--- src/rtl/kcfb_pkg.sv ---
// shared types, cipher tables and linear-layer functions for the kuznyechik cfb block
// no dependencies
package kcfb_pkg;

   localparam int ROUNDS     = 10;
   localparam int KEY_STEPS  = 32;
   localparam int RAM_AW     = 4;
   localparam int CSR_IW     = 3;

   // register indexes of the configuration port
   localparam logic [CSR_IW-1:0] CSR_KEY0 = 3'd0;
   localparam logic [CSR_IW-1:0] CSR_KEY1 = 3'd1;
   localparam logic [CSR_IW-1:0] CSR_KEY2 = 3'd2;
   localparam logic [CSR_IW-1:0] CSR_KEY3 = 3'd3;
   localparam logic [CSR_IW-1:0] CSR_DIR  = 3'd4;

   typedef struct packed {
      logic        first_block;
      logic [63:0] block_high;
      logic [63:0] block_low;
   } req_type;

   typedef struct packed {
      logic [63:0] result_high;
      logic [63:0] result_low;
   } rsp_type;

   // write port of the round key memory
   typedef struct packed {
      logic              en;
      logic [RAM_AW-1:0] addr;
      logic [127:0]      data;
   } kcfb_wr_type;

   localparam logic [7:0] SBOX [256] = '{
      8'hFC,8'hEE,8'hDD,8'h11,8'hCF,8'h6E,8'h31,8'h16,8'hFB,8'hC4,8'hFA,8'hDA,8'h23,8'hC5,8'h04,8'h4D,
      8'hE9,8'h77,8'hF0,8'hDB,8'h93,8'h2E,8'h99,8'hBA,8'h17,8'h36,8'hF1,8'hBB,8'h14,8'hCD,8'h5F,8'hC1,
      8'hF9,8'h18,8'h65,8'h5A,8'hE2,8'h5C,8'hEF,8'h21,8'h81,8'h1C,8'h3C,8'h42,8'h8B,8'h01,8'h8E,8'h4F,
      8'h05,8'h84,8'h02,8'hAE,8'hE3,8'h6A,8'h8F,8'hA0,8'h06,8'h0B,8'hED,8'h98,8'h7F,8'hD4,8'hD3,8'h1F,
      8'hEB,8'h34,8'h2C,8'h51,8'hEA,8'hC8,8'h48,8'hAB,8'hF2,8'h2A,8'h68,8'hA2,8'hFD,8'h3A,8'hCE,8'hCC,
      8'hB5,8'h70,8'h0E,8'h56,8'h08,8'h0C,8'h76,8'h12,8'hBF,8'h72,8'h13,8'h47,8'h9C,8'hB7,8'h5D,8'h87,
      8'h15,8'hA1,8'h96,8'h29,8'h10,8'h7B,8'h9A,8'hC7,8'hF3,8'h91,8'h78,8'h6F,8'h9D,8'h9E,8'hB2,8'hB1,
      8'h32,8'h75,8'h19,8'h3D,8'hFF,8'h35,8'h8A,8'h7E,8'h6D,8'h54,8'hC6,8'h80,8'hC3,8'hBD,8'h0D,8'h57,
      8'hDF,8'hF5,8'h24,8'hA9,8'h3E,8'hA8,8'h43,8'hC9,8'hD7,8'h79,8'hD6,8'hF6,8'h7C,8'h22,8'hB9,8'h03,
      8'hE0,8'h0F,8'hEC,8'hDE,8'h7A,8'h94,8'hB0,8'hBC,8'hDC,8'hE8,8'h28,8'h50,8'h4E,8'h33,8'h0A,8'h4A,
      8'hA7,8'h97,8'h60,8'h73,8'h1E,8'h00,8'h62,8'h44,8'h1A,8'hB8,8'h38,8'h82,8'h64,8'h9F,8'h26,8'h41,
      8'hAD,8'h45,8'h46,8'h92,8'h27,8'h5E,8'h55,8'h2F,8'h8C,8'hA3,8'hA5,8'h7D,8'h69,8'hD5,8'h95,8'h3B,
      8'h07,8'h58,8'hB3,8'h40,8'h86,8'hAC,8'h1D,8'hF7,8'h30,8'h37,8'h6B,8'hE4,8'h88,8'hD9,8'hE7,8'h89,
      8'hE1,8'h1B,8'h83,8'h49,8'h4C,8'h3F,8'hF8,8'hFE,8'h8D,8'h53,8'hAA,8'h90,8'hCA,8'hD8,8'h85,8'h61,
      8'h20,8'h71,8'h67,8'hA4,8'h2D,8'h2B,8'h09,8'h5B,8'hCB,8'h9B,8'h25,8'hD0,8'hBE,8'hE5,8'h6C,8'h52,
      8'h59,8'hA6,8'h74,8'hD2,8'hE6,8'hF4,8'hB4,8'hC0,8'hD1,8'h66,8'hAF,8'hC2,8'h39,8'h4B,8'h63,8'hB6
   };

   localparam logic [7:0] LCOEF [16] = '{
      8'h94,8'h20,8'h85,8'h10,8'hC2,8'hC0,8'h01,8'hFB,
      8'h01,8'hC0,8'hC2,8'h10,8'h85,8'h20,8'h94,8'h01
   };

   // multiply in gf(2^8) modulo x^8 + x^7 + x^6 + x + 1
   function automatic logic [7:0] gf_mul(input logic [7:0] a, input logic [7:0] b);
      logic [7:0] r;
      logic [7:0] x;
      r = 8'h00;
      x = a;
      for (int i = 0; i < 8; i++) begin
         if (b[i]) begin
            r = r ^ x;
         end
         x = {x[6:0], 1'b0} ^ (x[7] ? 8'hC3 : 8'h00);
      end
      return r;
   endfunction

   // sixteen lfsr steps, used only to build constant tables
   function automatic logic [127:0] lin_slow(input logic [127:0] v);
      logic [127:0] d;
      logic [7:0]   t;
      d = v;
      for (int r = 0; r < 16; r++) begin
         t = 8'h00;
         for (int j = 0; j < 16; j++) begin
            t = t ^ gf_mul(d[8*j +: 8], LCOEF[j]);
         end
         d = {d[119:0], t};
      end
      return d;
   endfunction

   // matrix of the linear layer, entry (i, j) at bits (i*16+j)*8
   function automatic logic [2047:0] lmat_calc();
      logic [2047:0] m;
      logic [127:0]  col;
      m = '0;
      for (int j = 0; j < 16; j++) begin
         col = lin_slow(128'(1) << (8 * j));
         for (int i = 0; i < 16; i++) begin
            m[(i*16+j)*8 +: 8] = col[8*i +: 8];
         end
      end
      return m;
   endfunction

   localparam logic [2047:0] LMAT = lmat_calc();

   // iteration constants of the key schedule, step s at bits s*128
   function automatic logic [KEY_STEPS*128-1:0] kc_calc();
      logic [KEY_STEPS*128-1:0] c;
      c = '0;
      for (int s = 0; s < KEY_STEPS; s++) begin
         c[s*128 +: 128] = lin_slow(128'(s + 1) << 120);
      end
      return c;
   endfunction

   localparam logic [KEY_STEPS*128-1:0] KEY_CONST = kc_calc();

   function automatic logic [127:0] sub_bytes(input logic [127:0] v);
      logic [127:0] d;
      for (int j = 0; j < 16; j++) begin
         d[8*j +: 8] = SBOX[v[8*j +: 8]];
      end
      return d;
   endfunction

   // linear layer as one constant matrix product
   function automatic logic [127:0] lin_fast(input logic [127:0] v);
      logic [127:0] d;
      logic [7:0]   acc;
      for (int i = 0; i < 16; i++) begin
         acc = 8'h00;
         for (int j = 0; j < 16; j++) begin
            acc = acc ^ gf_mul(v[8*j +: 8], LMAT[(i*16+j)*8 +: 8]);
         end
         d[8*i +: 8] = acc;
      end
      return d;
   endfunction

endpackage

--- src/rtl/kcfb_key_ram.sv ---
// round key memory, one write port and one registered read port
// depends on kcfb_pkg
module kcfb_key_ram (
   input  logic                          clock,
   input  kcfb_pkg::kcfb_wr_type         wr,
   input  logic [kcfb_pkg::RAM_AW-1:0]   raddr,
   output logic [127:0]                  rdata_ff
);
   import kcfb_pkg::*;

   logic [127:0] mem [ROUNDS];

   always_ff @(posedge clock) begin
      if (wr.en) begin
         mem[wr.addr] <= wr.data;
      end
      rdata_ff <= mem[raddr];
   end

endmodule

--- config.mk ---
export PLATFORM = sky130hd
export DESIGN_NAME = kcfb_key_ram
export DESIGN_NICKNAME = d
export VERILOG_FILES = /design/src/rtl/kcfb_pkg.sv /design/src/rtl/kcfb_key_ram.sv
export SDC_FILE = /design/constraint.sdc
export NUM_CORES = 1
export LEC_CHECK = 0
export BUFFER_PORTS_ARGS = -buffer_cell sky130_fd_sc_hd__buf_4
export CAP_MARGIN = 20
export CELL_PAD_IN_SITES_DETAIL_PLACEMENT = 1
export CELL_PAD_IN_SITES_GLOBAL_PLACEMENT = 1
export CORE_ASPECT_RATIO = 0.6
export CORE_MARGIN = 2
export CORE_UTILIZATION = 35
export DETAILED_ROUTE_END_ITERATION = 8
export GPL_TIMING_DRIVEN = 0
export PLACE_DENSITY_LB_ADDON = 0.1
export SYNTH_ARGS = -nofsm -noshare
export SYNTH_HDL_FRONTEND = slang
export SYNTH_SLANG_ARGS = --single-unit
--- constraint.sdc ---
create_clock -name clock -period 10.8 [get_ports clock]
set_input_delay 1.08 -clock clock [delete_from_list [all_inputs] [get_ports clock]]
set_output_delay 1.08 -clock clock [all_outputs]
set_load 0.1 [all_outputs]
==> out/results.tsv <==
stage	metric	value	unit
synthesis	ys_seq_area_share	77.9	%
floorplanning	die-width	505	um
synthesis	synth_compound_area_share	6.28	%
synthesis	syn_area	52600	sq um
timing	skew	0.0207	ns
critical_path	endpoint_kind	register	
clock_network	tritoncts	built	
synthesis	synth.area.top_cells	edfxtp_1 (73%), mux2_2 (7.7%), dfxtp_1 (4.9%)	
layout	area_delta_synth_final	20.8	%
synthesis	synth_cells	2735	
placement	dp.cells	5118	
global_routing	track_usage	20.1	%
critical_path	reg2reg_depth	3	
clock_network	clock-root-buffer	clkbuf_16	
critical_path	crit_type	in2reg	
critical_path	crit_top_cell	buf_12	
pwr	power_density	189	nW/um^2
timing	finalSetupViolCount	0	
global_routing	grt_max_degree	23	
floorplanning	dieArea	154000	sq um
synthesis	synth_top_family_by_area	multiplexers	
layout	utilization	42.5	%
critical_path	reg2reg_slack	9.37	ns
critical_path	start_kind	input port	
synthesis	synth_seq_cells	1408	
hold_path	min_path_cells	1	
placement	port-buffer-count	263	
job	cap_violations	0	
synthesis	synthXorXnorAreaFrac	0	%
drt	wire_per_inst	28.8	um
outcome	status	completed	
timing	hold_violations	0	
timing	max_slew_margin	20.7	%
hold_path	hp-start	wr[76]	
drt	drc	0	
layout	layout-drive-gt1-share	32.6	%
clock_network	post_cts_resized	0	
critical_path	reg2reg_from	mem[5][0]	
placement	dpl.hpwl	103000	um
layout	fillers	14200	
critical_path	slowest_stage	or3b_2	
layout	layout_common_cells	edfxtp_1 (1280), mux2_2 (359), buf_4 (290)	
synthesis	synthAdderAreaFrac	0	%
floorplanning	core	150000	sq um
clock_network	cts_hold_buf	0	
timing	tightest_slew	1.19	ns
synthesis	yosysUniqueCellTypes	22	
clock_network	clk_pin_slew	0.06	ns
floorplanning	initial_core_util	35.2	%
synthesis	avgSynthCellArea	19.3	sq um
drt	wl	155000	um
synthesis	synth_top_area_share	73.0	%
critical_path	slowest_delay	0.60	ns
critical_path	path_cells	buf_4 -> or3b_2 -> nor2_4 -> buf_16 -> buf_12 -> buf_12 -> buf_12 -> buf_12 -> buf_12	
drt	antenna_left	0	
pwr	p_leak	21.8	nW
timing	max_freq	314	MHz
clock_network	clk_latency	0.78	ns
timing	slew_viol_final	0	
floorplanning	ios	266	
drt	num_vias	27400	
timing	rsz0062_at_grt	false	
timing	fin_crit	3.19	ns
pwr	total_power	12.0	mW
critical_path	r2r_end	rdata_ff[0]	
drt	via_per_inst	5.08	
clock_network	clock_path_buffers	3	
global_routing	grt_pass1_wl	221000	um
hold_path	hp-class	in2reg	
clock_network	cts_inserted_buffers	142	
synthesis	synthSimpleGateAreaFrac	1.11	%
critical_path	required	11.26	ns
floorplanning	rows	110	
clock_network	htreeDepth	4	
synthesis	synth_mux_area_share	13.1	%
timing	fin_crit_sh	29.5	%
synthesis	synth_nets	2873	
critical_path	cp_max_fo	21	
global_routing	gr-total-overflow	0	
floorplanning	die_y	304	um
layout	layout_commonest_cell	edfxtp_1	
clock_network	postCtsSetupRepairBufs	0	
critical_path	crit_arrival	3.64	ns
placement	gp_congestion	0.743	
hold_path	hold-path-endpoint	mem[6][76]	
synthesis	ys_warn_count	0	
synthesis	synth_top_area_cell	edfxtp_1	
clock_network	cts_sinks	1408	
global_routing	grt_pass1_vias	29400	
drt	dr.first_iter.drc_count	2180	
global_routing	grt_antenna_before_repair	21	
layout	final_cells	5391	
pwr	peakVddDrop	160	uV
drt	drt_first_pass_iters	6	
layout	fin_nets	3385	
## stage by stage
stage	hold WS [ns]	setup slack (ns)	instance area (sq um)	setup TNS, ns
2_1_floorplan	0.542	0.0922	52700	0
3_3_place_gp	0.558	-12.80	57200	-7669.14
3_5_place_dp	0.563	6.74	59100	0
4_1_cts	0.469	7.60	63500	0
5_1_grt	0.511	7.52	63600	0
6_report	0.541	7.61	63600	0
## worst max-delay path, delay by kind of cell
kind,cells,cell delay [ns]
buffers and inverters,7,1.44
AND/OR/NAND/NOR,2,1.05
## flip-flops by register name, summed over array words and instances (netlist names)
register  cells
mem        1280
rdata_ff    128
## power by group
part / switching [mW] / internal, mW / leakage (nW)
combinational: 0.757 / 0.302 / 6.94
clock: 2.08 / 2.74 / 2.19
sequential: 0.0477 / 6.09 / 12.6
## layer usage
metal / up-vias / GRT usage [%] / share of wire [%]
met5: - / 0 / 0.061
met1: 14600 / 29.2 / 48
met4: 14 / 4.97 / 1.7
li1: 12000 / - / -
met2: 628 / 31.0 / 46
met3: 166 / 3.93 / 4.8
## cell families (layout without fill, tap and decap cells)
kind of cell           count (synthesis)  in the layout
AOI/OAI and AO/OA                    384            384
other                                  0             13
muxes                                640            640
DFF                                 1408           1408
buffers and inverters                155            782
and+or+nand+nor                      148            148
## area by class of cell
type                       count  area [sq um]  share of cell area, %
sequential                  1408         41000                   64.5
multi-input combinational   1172         10900                   17.1
clock buffer                 207          4090                   6.42
timing repair buffer         368          3830                   6.02
tap                         2016          2520                   3.97
buffer                       155           876                   1.38
clock inverter                52           400                  0.630
antenna                       13          32.5                 0.0512
## worst max path at each step
stage	start	endpoint	slack, ns
6_report	wr[131]	mem[3][40]	7.61
5_1_grt	wr[131]	mem[3][19]	7.52
4_1_cts	wr[131]	mem[3][19]	7.60
3_5_place_dp	wr[131]	mem[3][117]	6.74
3_3_place_gp	wr[130]	mem[8][125]	-12.80
2_1_floorplan	wr[131]	mem[4][0]	0.09
## cell usage after synthesis, drive strengths merged
cell	instances
buf	86
edfxtp	1280
mux2	384
or3b	1
nor2b	1
o22ai	128
nor3	3
mux2i	256
nand2	130
o31ai	128
a22o	128
clkbuf	69
nand2b	3
nor2	8
nand3b	2
dfxtp	128
No activity file was read; power rests on OpenSTA's default activity.
